<file path="src/hdl/vlc_pkg.sv">
`timescale 1ns / 1ps
package vlc_pkg;

  localparam int MaxVertices = 64;
  localparam int VidxW       = $clog2(MaxVertices);
  localparam int VtotW       = $clog2(MaxVertices + 1);
  localparam int CoordW      = 24;
  localparam int TolW        = 24;
  localparam int CntW        = 16;
  localparam int IdxW        = 16;
  localparam int OutVidxW    = 6;
  localparam int ProdW       = CntW + 1 + CoordW;
  localparam int NumW        = ProdW + 1;
  localparam int DvdW        = ProdW;
  localparam int DenW        = CntW + 1;
  localparam int SqW         = 2 * TolW;
  localparam int SumW        = SqW + 2;
  localparam int DivCntW     = $clog2(DvdW);
  localparam int FifoDepth   = 2;

  typedef enum logic [3:0] {
    S_IDLE, S_TSQ, S_RD, S_CHK, S_SQ, S_CMP,
    S_MUL, S_DIV, S_FIN, S_WB, S_MISS, S_OUT
  } state_e;

  typedef struct packed {
    logic                     first_of_event;
    logic                     is_shower;
    logic [IdxW-1:0]          item_index;
    logic signed [CoordW-1:0] pos_x;
    logic signed [CoordW-1:0] pos_y;
    logic signed [CoordW-1:0] pos_z;
  } item_t;

  typedef struct packed {
    logic [OutVidxW-1:0]      vertex_index;
    logic                     created;
    logic                     table_full;
    logic [CntW-1:0]          member_count;
    logic signed [CoordW-1:0] centroid_x;
    logic signed [CoordW-1:0] centroid_y;
    logic signed [CoordW-1:0] centroid_z;
    logic [IdxW-1:0]          echo_index;
    logic                     echo_kind;
  } res_t;

endpackage

</file>
<file path="src/hdl/vlc_front.sv">
`timescale 1ns / 1ps
module vlc_front (
  input  logic          clk_i,
  input  logic          rst_ni,
  input  logic          push_i,
  input  vlc_pkg::item_t item_i,
  output logic          full_o,
  input  logic          take_i,
  output logic          avail_o,
  output vlc_pkg::item_t head_o
);

  localparam int PtrW = $clog2(vlc_pkg::FifoDepth);

  vlc_pkg::item_t       buf_q [vlc_pkg::FifoDepth];
  logic [PtrW-1:0]      wr_q, wr_d, rd_q, rd_d;
  logic [PtrW:0]        cnt_q, cnt_d;
  logic                 do_wr, do_rd;

  assign full_o  = (cnt_q == (PtrW+1)'(vlc_pkg::FifoDepth));
  assign avail_o = (cnt_q != '0);
  assign head_o  = buf_q[rd_q];
  assign do_wr   = push_i && !full_o;
  assign do_rd   = take_i && avail_o;

  always_comb begin
    wr_d  = do_wr ? wr_q + PtrW'(1) : wr_q;
    rd_d  = do_rd ? rd_q + PtrW'(1) : rd_q;
    cnt_d = cnt_q + (PtrW+1)'(do_wr) - (PtrW+1)'(do_rd);
  end

  always_ff @(posedge clk_i or negedge rst_ni) begin
    if (!rst_ni) begin
      wr_q  <= '0;
      rd_q  <= '0;
      cnt_q <= '0;
    end else begin
      wr_q  <= wr_d;
      rd_q  <= rd_d;
      cnt_q <= cnt_d;
    end
  end

  always_ff @(posedge clk_i) begin
    if (do_wr) begin
      buf_q[wr_q] <= item_i;
    end
  end

endmodule

</file>
<file path="config.mk">
export PLATFORM = sky130hd
export DESIGN_NAME = vlc_front
export DESIGN_NICKNAME = d
export VERILOG_FILES = /design/src/hdl/vlc_pkg.sv /design/src/hdl/vlc_front.sv
export SDC_FILE = /design/constraint.sdc
export NUM_CORES = 1
export LEC_CHECK = 0
export ABC_AREA = 1
export ABC_CLOCK_PERIOD_IN_PS = 7130
export BUFFER_PORTS_ARGS = -buffer_cell sky130_fd_sc_hd__buf_2
export CAP_MARGIN = 20
export CORE_MARGIN = 4
export CORE_UTILIZATION = 35
export CTS_CLUSTER_DIAMETER = 40
export DETAILED_ROUTE_END_ITERATION = 12
export SLEW_MARGIN = 20
export SYNTH_ARGS = -nofsm -noshare
export SYNTH_HDL_FRONTEND = slang
export SYNTH_SLANG_ARGS = --single-unit
</file>
<file path="constraint.sdc">
create_clock -name clk_i -period 7.13 [get_ports clk_i]
set_input_delay 0.713 -clock clk_i [delete_from_list [all_inputs] [get_ports clk_i]]
set_output_delay 0.713 -clock clk_i [all_outputs]
set_load 0.02 [all_outputs]
</file>
# Word-level counts from Yosys, hierarchy flattened
# Memories as Yosys holds them, arrays and structs flattened.
# Index checks and enable logic that the tools add are counted.
[op_classes] magnitude_cmp=0 shifts=0 bitwise_logic=0 n_eq_ne=1 multipliers=0 n_addsub=4 n_reduce_logical=4 div_mod_pow=0 n_mux=2
[op_table] op="1-bit adder, second input constant" n=2
[op_table] op="2-bit by 1-bit adder with 2-bit output" n=1
[op_table] op="2-bit equality test, second input constant" n=1
[op_table] op="1-bit logical AND" n=2
[op_table] op="1-bit 2-to-1 mux" n=2
[op_table] op="2-bit nonzero test" n=1
[op_table] op="2-bit by 1-bit subtractor with 2-bit output" n=1
[op_table] op="1-bit zero test" n=1
[totals] input_bits=94 register_bits=4 memories=1 word_cells=15 latch_bits=0 romBits=0 mem_bits_rw=180 out_inout_bits=92
[memory_table] name="buf_q" depth=2 word_bits=90 rd=1 rd_ports_with_merged_regs=0 write_ports=1 line="vlc_front.sv:15" rtl="vlc_pkg::item_t buf_q [vlc_pkg::FifoDepth];"

# Depth between registers and ports, before layout
# Gate-level depths: netlist of the first run.
[depth] depth_word=5 ltp_mapped=10 mapped_depth_nobuf=10

# Worst setup path before layout of the first run
# No wires, ideal clock.
[synth_timing] path_kind="input port to flip-flop" startpoint="input push_i" endpoint="memory buf_q[1][0] in the netlist's numbering (enable)" setup_slack_ps=2045 t_required_ps=6591 path_buffers=0 arrival_ps=4546 cell_stages=2 cell_sequence="nand2_1 -> nor2_1"
[synth_via] elab_chain_len=3
[synth_lines] item="start, declared" line="vlc_front.sv:5" rtl="input logic push_i,"
[synth_lines] item="1-bit logical AND" line="vlc_front.sv:23" rtl="assign do_wr = push_i && !full_o;"
[synth_lines] item="1-bit 2-to-1 mux" line="vlc_front.sv:45" rtl="if (do_wr) begin"
[synth_lines] item="1-bit 2-to-1 mux (not written as such)" line="vlc_front.sv:46" rtl="buf_q[wr_q] <= item_i;"
[synth_lines] item="end, declared" line="vlc_front.sv:15"
# No other way between the ends.

==> results of run 1 <==
## routing by layer
layer  GRT usage, %  vias to the layer above  wire, um
li1               -                     2060         -
met1           15.5                     1995      5910
met2           22.4                      132      7060
met3           4.51                       17       981
met4           4.80                        2       217
met5              0                        -         8
## report_power, final
part | internal [W] | switching [W] | total, W
clock | 0.000476 | 0.000369 | 0.000845
sequential | 0.00148 | 0.000131 | 0.00161
combinational | 0.000344 | 0.000879 | 0.00122
total | 0.00230 | 0.00138 | 0.00368
## worst min path at each step
stage / start / end / slack [ps] / cells after the start
after floorplan: rst_ni / cnt_q[0]$_DFF_PN0_ / 420 / 0
after global routing: rst_ni / cnt_q[1]$_DFF_PN0_ / 70 / 1
final: rst_ni / cnt_q[1]$_DFF_PN0_ / 100 / 1
after detailed placement: wr_q$_DFFE_PN0P_ / wr_q$_DFFE_PN0P_ / 470 / 2
after CTS: rst_ni / cnt_q[1]$_DFF_PN0_ / 70 / 1
after global placement: wr_q$_DFFE_PN0P_ / wr_q$_DFFE_PN0P_ / 460 / 2
## state kept, by name, indices dropped and copies added, names as in the netlist
| name | cells |
|---|---|
| buf_q | 180 |
| cnt_q | 2 |
| rd_q | 1 |
| wr_q | 1 |
## metrics by stage
step	worst slack, ps	util (%)	hold WS (ps)
floorplan	2040	-	417
global placement	3450	41.9	456
detailed placement	3430	41.9	468
CTS	2960	44.7	67.8
global route	2730	44.7	71.6
finish	3020	44.7	97.8
## layout make-up
type	count	share of cell area, %
flip-flops and latches	184	65.0
multi-input cells	289	13.1
clock inverters	10	0.945
inverters	10	0.488
well taps	260	3.84
repair buffers	189	11.3
clock buffers	22	5.24
## cells in the final DEF (no fill, tap or decap), types with 2 or more instances in the layout
master	count
inv_1	8
clkinv_2	2
nand2_1	283
dfrtp_1	3
clkbuf_1	5
buf_4	4
edfxtp_1	180
clkbuf_16	17
buf_2	185
ha_1	2
clkinv_4	3
clkinv_1	5
nand3_1	3
## critical path: stages, from the launching register on
cell      delay [ps]
dfrtp_4         1050
clkinv_2         840
buf_4            550
nand2_1          130
nand2_1           70
buf_2            160
## cells by family after synthesis
family	synth area share, %
and+or+nand+nor	15.8
DFF	80.6
buffers and inverters	3.19
adders and majority gates	0.366
## synth_stat cells (all sizes together)
library cell  instances  area (um^2)
ha                    2         25.0
edfxtp              180         5410
buf                  10         56.3
nor2                  1         3.75
nand2               283         1060
clkbuf                9          124
dfrtp                 4          100
inv                  10         37.5
nand3                 3         15.0
==> summary.log, run 1 <==
[critical_path] startpoint of the worst register-to-register path rd_q$_DFFE_PN0P_
[die] die area 21800 um^2
[sta] crit path time final 4110 ps
[critical_path] Setup crit start kind flip-flop
[global_routing] number of global-route vias before repair 4373
[critical_path] Reg2Reg Setup Slack 4620 ps
[clocking] post_cts resized 0
[status] status finished clean
[critical_path] last element of the critical path head_o[83]
[final_layout] footprint of the multi-input gates 1110 um^2
[place] routability congestion estimate 0.718
[die] row count 50
[sta] fin crit share 57.6%
[critical_path] r2r worst-path depth 3
[global_routing] overflow left after global routing 0
[critical_path] Data required, critical path 6420 ps
[critical_path] CP endpoint kind output pin
[power] power per standard cell area 434 nW/um^2
[logic_synthesis] synthesized area 6830 um^2
[routing] DRC viols 0
[logic_synthesis] post-synthesis sequential area ratio 80.6%
[place] total of buffers placed on input and output ports 185
[final_layout] ant diodes 0
[routing] Antenna Nets Post-Route 0
[sta] relative slew slack 31.7%
[global_routing] total global-route track usage 13.1%
[routing] DR iter-0 viols 182
[critical_path] top fanout value on the critical path 92
[clocking] CTS tree built
[logic_synthesis] average footprint of a synthesized cell 13.6 um^2
[routing] Vias per Instance 4.36
[sta] setup-violating endpoint count in the final report 0
[final_layout] Final nets 787
[final_layout] number of filler instances in the final layout 1762
[die] initial cell density of the core 36.0%
[logic_synthesis] total number of yosys warnings 0
[logic_synthesis] count of different cell masters after synthesis 11
[die] num ports 186
[clocking] number of buffers created by CTS 17
[power] IR Drop Worst-Case VDD 0.198 mV
[global_routing] pin count of the biggest net entering global routing 93
[clocking] clock transition at the registers of the reported paths 60 ps
[power] total power draw 0.00368 W
[clocking] number of buffers on the longest clock path 2
[routing] Pre-Repair DR Iteration Count 4
[routing] Routed WL per cell 14.7 um
[critical_path] launching element of the worst setup path rd_q$_DFFE_PN0P_
[clocking] # clock sinks 184
[clocking] Post-CTS Repair Setup Buffers 0
[power] Static Leakage 3.65 nW
[critical_path] Worst Setup Path Type flip-flop to output pin
[final_layout] Design Area, Final 8470 um^2
[final_layout] number of standard cells in the final layout excluding fillers 964
[logic_synthesis] gate count of the mapped netlist 502
[final_layout] fraction of layout cells with a size suffix above 1 30.5%
[logic_synthesis] Mapped Nets 598
[global_routing] wire length of the first global-routing pass 22300 um
[sta] setup repair after global routing missed its margin false
[logic_synthesis] Yosys reg bits 184
[flow_run] reported max-cap violation count 0
[place] cell total after placement 932
[global_routing] initial antenna violation count 1
[clocking] worst skew pair latency 420 ps
[critical_path] worst reg2reg path endpoint rd_q$_DFFE_PN0P_
[sta] upper clock frequency limit 244 MHz
[sta] setup total negative slack 0 ps
[sta] Clock Skew 6.28 ps
[die] core region area 19000 um^2
[routing] routed wire length 14200 um
[routing] routed via count 4206
[clocking] H-tree levels 4
[sta] transition time of the tightest slew-check pin 1020 ps
[clocking] number of hold buffers added after cts 0
[clocking] buffer type at the clock tree root clkbuf_16
[hold_path] hold crit path type primary input to async pin
[critical_path] signal arrival time at the worst endpoint 3390 ps
[place] Detailed Place HPWL 9350 um
[die] Vert. Die Dim 148 um
[die] Chip Width 148 um
[final_layout] Storage cell area 5510 um^2
[place] Placement Cell Area 7950 um^2
[sta] Final Hold Viols 0
[sta] Pins Over Slew Limit 0
[final_layout] Area Overhead vs Synth 24.0%
No activity file was read; power rests on OpenSTA's default activity.
==> run 2, diff against run 1 <==
Settings changed: ABC_CLOCK_PERIOD_IN_PS 7130 to 3950.
Clock period 7.13 ns to 3.95 ns, I/O delays scaled along.
==> run 2 against run 1 <==
Compared with the run above:
- final cell count rose by 0.21%
- critical path depth stayed put
- routed wire length shrank 2.3%
- critical path type unchanged
- largest power group unchanged
- highest routed layer unchanged
==> summary.log, run 2 (synthesis results as in run 1) <==
[status] status finished clean
[clocking] Post-CTS Repair Setup Buffers 0
[final_layout] Area Overhead vs Synth 25.2%
[routing] Routed met2 length 6640 um
[clocking] # clock sinks 184
[clocking] number of buffers created by CTS 17
[critical_path] top fanout value on the critical path 48
[place] Detailed Place HPWL 8770 um
[critical_path] Data required, critical path 3560 ps
[routing] routed via count 4210
[sta] relative slew slack 33.0%
[clocking] CTS tree built
[die] Chip Width 148 um
[sta] transition time of the tightest slew-check pin 1000 ps
[global_routing] number of global-route vias before repair 4348
[clocking] H-tree levels 4
[routing] met3 layer wire length in the routed design 913 um
[sta] setup total negative slack 0 ps
[global_routing] wire length of the first global-routing pass 21900 um
[die] initial cell density of the core 36.0%
[routing] DR iter-0 viols 178
[clocking] clock transition at the registers of the reported paths 70 ps
[clocking] worst skew pair latency 420 ps
[critical_path] Setup crit start kind flip-flop
[die] Vert. Die Dim 148 um
[global_routing] total global-route track usage 12.8%
[final_layout] most used cells in the layout excluding fill and tap cells nand2_1, buf_2, edfxtp_1
[sta] fin crit share 64.8%
[place] routability congestion estimate 0.708
[global_routing] initial antenna violation count 1
[sta] Clock Skew 6.60 ps
[clocking] number of buffers on the longest clock path 2
[routing] highest routed metal layer met5
[sta] crit path time final 2560 ps
[routing] Antenna Nets Post-Route 0
[place] total of buffers placed on input and output ports 185
[power] IR Drop Worst-Case VDD 0.295 mV
[global_routing] overflow left after global routing 0
[final_layout] Largest regs buf_q: 180 flops, cnt_q: 2 flops
[routing] routed length on met1 6070 um
[sta] Final Hold Viols 0
[sta] setup repair after global routing missed its margin false
[sta] setup-violating endpoint count in the final report 0
[final_layout] number of filler instances in the final layout 1728
[final_layout] fraction of layout cells with a size suffix above 1 31.4%
[final_layout] footprint of the multi-input gates 1110 um^2
[final_layout] number of flip-flops in the largest register 180
[routing] Vias per Instance 4.36
[final_layout] ant diodes 0
[critical_path] signal arrival time at the worst endpoint 2160 ps
[power] Static Leakage 3.68 nW
[final_layout] Storage cell area 5510 um^2
[die] die area 21800 um^2
[routing] Routed WL per cell 14.3 um
[flow_run] reported max-cap violation count 0
[hold_path] hold crit path type primary input to flip-flop
[final_layout] leading cell type in the layout, fill and taps excluded nand2_1
[place] Placement Cell Area 7960 um^2
[critical_path] Worst Setup Path Type flip-flop to output pin
[global_routing] pin count of the biggest net entering global routing 92
[final_layout] Most flops, register buf_q
[final_layout] Final nets 789
[die] num ports 186
[final_layout] Design Area, Final 8550 um^2
[die] core region area 19000 um^2
[routing] routed wire length 13900 um
[routing] Pre-Repair DR Iteration Count 4
[power] power per standard cell area 794 nW/um^2
[sta] Pins Over Slew Limit 0
[clocking] buffer type at the clock tree root clkbuf_16
[sta] upper clock frequency limit 391 MHz
[routing] DRC viols 0
[die] row count 50
[critical_path] CP endpoint kind output pin
==> run 2: metal layers <==
| layer | global-route usage [%] | vias up |
|---|---|---|
| li1 | - | 2072 |
| met1 | 15.7 | 1984 |
| met2 | 21.2 | 134 |
| met3 | 4.32 | 18 |
| met4 | 4.61 | 2 |
| met5 | 0 | - |
==> run 2: stage by stage <==
step,worst slack [ps],utilization [%],total power (W),instances,hold WS [ps]
2_1_floorplan,616,-,0.00445,502,99.4
3_3_place_gp,1800,42.0,0.00518,933,207
3_5_place_dp,1780,42.0,0.00523,933,208
4_1_cts,1300,45.1,0.00690,966,137
5_1_grt,1180,45.1,0.00721,966,131
6_report,1390,45.1,0.00679,966,157
==> run 2: final cells by class <==
cell class / count / share of cell area (%)
Sequential cell: 184 / 64.4
Clock buffer: 18 / 5.02
Multi-Input combinational cell: 289 / 13.0
Tap cell: 260 / 3.80
Inverter: 10 / 0.497
Timing Repair Buffer: 191 / 11.5
Clock inverter: 14 / 1.71
==> run 2: worst max-delay path, stage by stage (launching register included) <==
cell and delay, ps:
dfrtp_4 480, inv_2 580, buf_12 320, nand2_1 90, nand2_1 70, buf_2 170
==> run 2: final timing paths <==
check                                   startpoint                endpoint  slack [ps]  cells past startpoint
min in group asynchronous                   rst_ni        wr_q$_DFFE_PN0P_         330                      2
max in group asynchronous                   rst_ni        rd_q$_DFFE_PN0P_        3480                      2
worst min-delay path                    item_i[61]  buf_q[0][61]$_DFFE_PP_         160                      1
worst max-delay path              rd_q$_DFFE_PN0P_               head_o[2]        1390                      5
worst min register to register    wr_q$_DFFE_PN0P_        wr_q$_DFFE_PN0P_         500                      2
worst max register to register  cnt_q[1]$_DFF_PN0_   buf_q[0][7]$_DFFE_PP_        2030                      4
==> run 2: power breakdown <==
group / internal, W / total, W / switching (W)
registers: 0.00267 / 0.00276 / 0.0000909
logic: 0.000641 / 0.00237 / 0.00173
clock network: 0.000938 / 0.00166 / 0.000720
==> run 2: timing repair <==
item                      4_1_cts  5_1_grt
hold endpoints to repair        4        0
hold buffers                    1        0
gates resized for setup         0        0
==> run 3, diff against run 2 <==
Settings changed: ABC_CLOCK_PERIOD_IN_PS 3950 to 2500.
Clock period 3.95 ns to 2.5 ns, I/O delays scaled along.
==> run 3 against run 2 <==
Compared with the run above:
- final area grew 5.2%
- via count rose by 3.5%
- total power rose by 63%
- clock power increased by 70%
- core utilization up 2.3 points
- global-route usage increased by 0.91 points
- combinational power grew 63%
- sequential power is 58% higher
- highest routed layer is now met4
==> summary.log, run 3 (synthesis results as in run 1) <==
[status] status finished clean
[die] core region area 19000 um^2
[sta] Pins Over Slew Limit 0
[power] Static Leakage 3.86 nW
[critical_path] sequence of cells on the critical path clkinv_2 > buf_12 > nand2_1 > nand2_1 > buf_2
[routing] Routed WL per cell 14.5 um
[final_layout] number of flip-flops in the largest register 180
[sta] relative slew slack 54.3%
[critical_path] Setup crit start kind flip-flop
[critical_path] Critical Path Max Stage Delay 490 ps
[hold_path] hold crit path type primary input to flip-flop
[sta] setup-violating endpoint count in the final report 0
[clocking] worst skew pair latency 420 ps
[final_layout] fraction of layout cells with a size suffix above 1 30.5%
[global_routing] initial antenna violation count 0
[die] Vert. Die Dim 148 um
[clocking] CTS tree built
[sta] setup repair after global routing missed its margin false
[hold_path] start point of the worst hold path item_i[74]
[flow_run] reported max-cap violation count 0
[sta] upper clock frequency limit 488 MHz
[die] num ports 186
[critical_path] crit path max-delay cell type dfrtp_4
[global_routing] number of global-route vias before repair 4529
[routing] DR iter-0 viols 158
[clocking] buffer type at the clock tree root clkbuf_16
[final_layout] Area Overhead vs Synth 31.7%
[sta] transition time of the tightest slew-check pin 685 ps
[final_layout] Storage cell area 5510 um^2
[critical_path] r2r worst-path depth 5
[final_layout] core occupancy in the finished layout 47.4%
[final_layout] number of filler instances in the final layout 1702
[critical_path] worst reg2reg path endpoint buf_q[1][65]$_DFFE_PP_
[hold_path] hold-critical path endpoint buf_q[1][74]$_DFFE_PP_
[sta] Final Hold Viols 0
[routing] Vias per Instance 4.35
[critical_path] cell repeated most along the worst path nand2_1
[routing] Pre-Repair DR Iteration Count 4
[routing] routed wire length 14600 um
[final_layout] ant diodes 0
[clocking] H-tree levels 4
[sta] crit path time final 2050 ps
[global_routing] wire length of the first global-routing pass 23600 um
[hold_path] Min-Delay Path Depth 1
[die] initial cell density of the core 36.0%
[die] Chip Width 148 um
[place] routability congestion estimate 0.730
[critical_path] Worst Path Buf+Inv 3
[place] Detailed Place HPWL 9260 um
[final_layout] most used cells in the layout excluding fill and tap cells nand2_1, buf_2, edfxtp_1
[die] die area 21800 um^2
[critical_path] top fanout value on the critical path 45
[routing] DRC viols 0
[critical_path] signal arrival time at the worst endpoint 1800 ps
[global_routing] total global-route track usage 13.7%
[final_layout] Final nets 825
[critical_path] critical path depth in cells 5
[critical_path] Reg2Reg Setup Slack 760 ps
[die] row count 50
[critical_path] Data required, critical path 2250 ps
[clocking] # clock sinks 184
[final_layout] Largest regs buf_q: 180 flops, cnt_q: 2 flops
[power] power per standard cell area 1230 nW/um^2
[routing] routed via count 4358
[critical_path] Worst Setup Path Type flip-flop to output pin
[routing] Antenna Nets Post-Route 0
[sta] final hold slack 22.1 ps
[clocking] number of buffers on the longest clock path 2
[sta] fin crit share 82.0%
[global_routing] overflow left after global routing 0
[final_layout] leading cell type in the layout, fill and taps excluded nand2_1
[final_layout] footprint of the multi-input gates 1110 um^2
[critical_path] CP endpoint kind output pin
[critical_path] kind of cell adding the most delay to the critical path buffers and inverters
[final_layout] Most flops, register buf_q
[clocking] number of buffers created by CTS 17
[clocking] clock transition at the registers of the reported paths 60 ps
[critical_path] startpoint of the worst register-to-register path cnt_q[0]$_DFF_PN0_
[power] IR Drop Worst-Case VDD 0.588 mV
[sta] setup total negative slack 0 ps
[global_routing] pin count of the biggest net entering global routing 92
[place] total of buffers placed on input and output ports 185
[sta] Clock Skew 7.31 ps
run 3: cell count changes in the layout (fill, tap and decap cells not counted), sizes merged:
cell | previous run | this run
clkinv | 5 | 4
bufinv | 2 | 4
inv | 15 | 11
buf | 190 | 192
clkinvlp | 2 | 4
dlygate4sd3 | 1 | 35
clkbuf | 18 | 19
run 3: layer usage:
layer / global-route usage, % / routed length (um)
met3: 4.69 / 1060
met1: 16.9 / 5990
met2: 23.1 / 7390
met4: 3.91 / 133
met5: 0 / 0
run 3: report_power, final:
part | internal [W] | leakage (nW) | switching (W) | total, W
Sequential | 0.00421 | 1.72 | 0.000152 | 0.00436
Combinational | 0.00111 | 1.84 | 0.00277 | 0.00387
Clock | 0.00169 | 0.295 | 0.00115 | 0.00283
Total | 0.00700 | 3.86 | 0.00406 | 0.0111
run 3: cell type report:
| cell class | count | share of cell area (%) |
|---|---|---|
| Clock buffer | 19 | 4.81 |
| Clock inverter | 13 | 2.13 |
| Inverter | 10 | 0.473 |
| Multi-Input combinational cell | 289 | 12.4 |
| Sequential cell | 184 | 61.3 |
| Tap cell | 260 | 3.62 |
| Timing Repair Buffer | 227 | 15.3 |
run 3: worst max-delay path by stage:
stage / from / end / slack (ps)
global route: rd_q$_DFFE_PN0P_ / head_o[67] / 320
CTS: rd_q$_DFFE_PN0P_ / head_o[16] / 400
detailed placement: cnt_q[1]$_DFF_PN0_ / buf_q[1][9]$_DFFE_PP_ / 760
global placement: cnt_q[0]$_DFF_PN0_ / buf_q[1][14]$_DFFE_PP_ / 850
finish: rd_q$_DFFE_PN0P_ / head_o[66] / 450
floorplan: cnt_q[1]$_DFF_PN0_ / buf_q[1][0]$_DFFE_PP_ / 160
run 3: metrics by stage:
step / instances / worst slack [ps] / power (W) / instance area, um^2
after CTS: 992 / 402 / 0.0112 / 8890
after floorplan: 502 / 163 / 0.00701 / 6840
after global routing: 1002 / 317 / 0.0118 / 8990
after detailed placement: 935 / 758 / 0.00835 / 8020
final: 1002 / 450 / 0.0111 / 8990
after global placement: 935 / 854 / 0.00826 / 8020
run 3: timing repair:
item,CTS,global route
buffers inserted,0,0
hold buffers,25,10
resized for setup,0,0
hold endpoints to repair,50,19
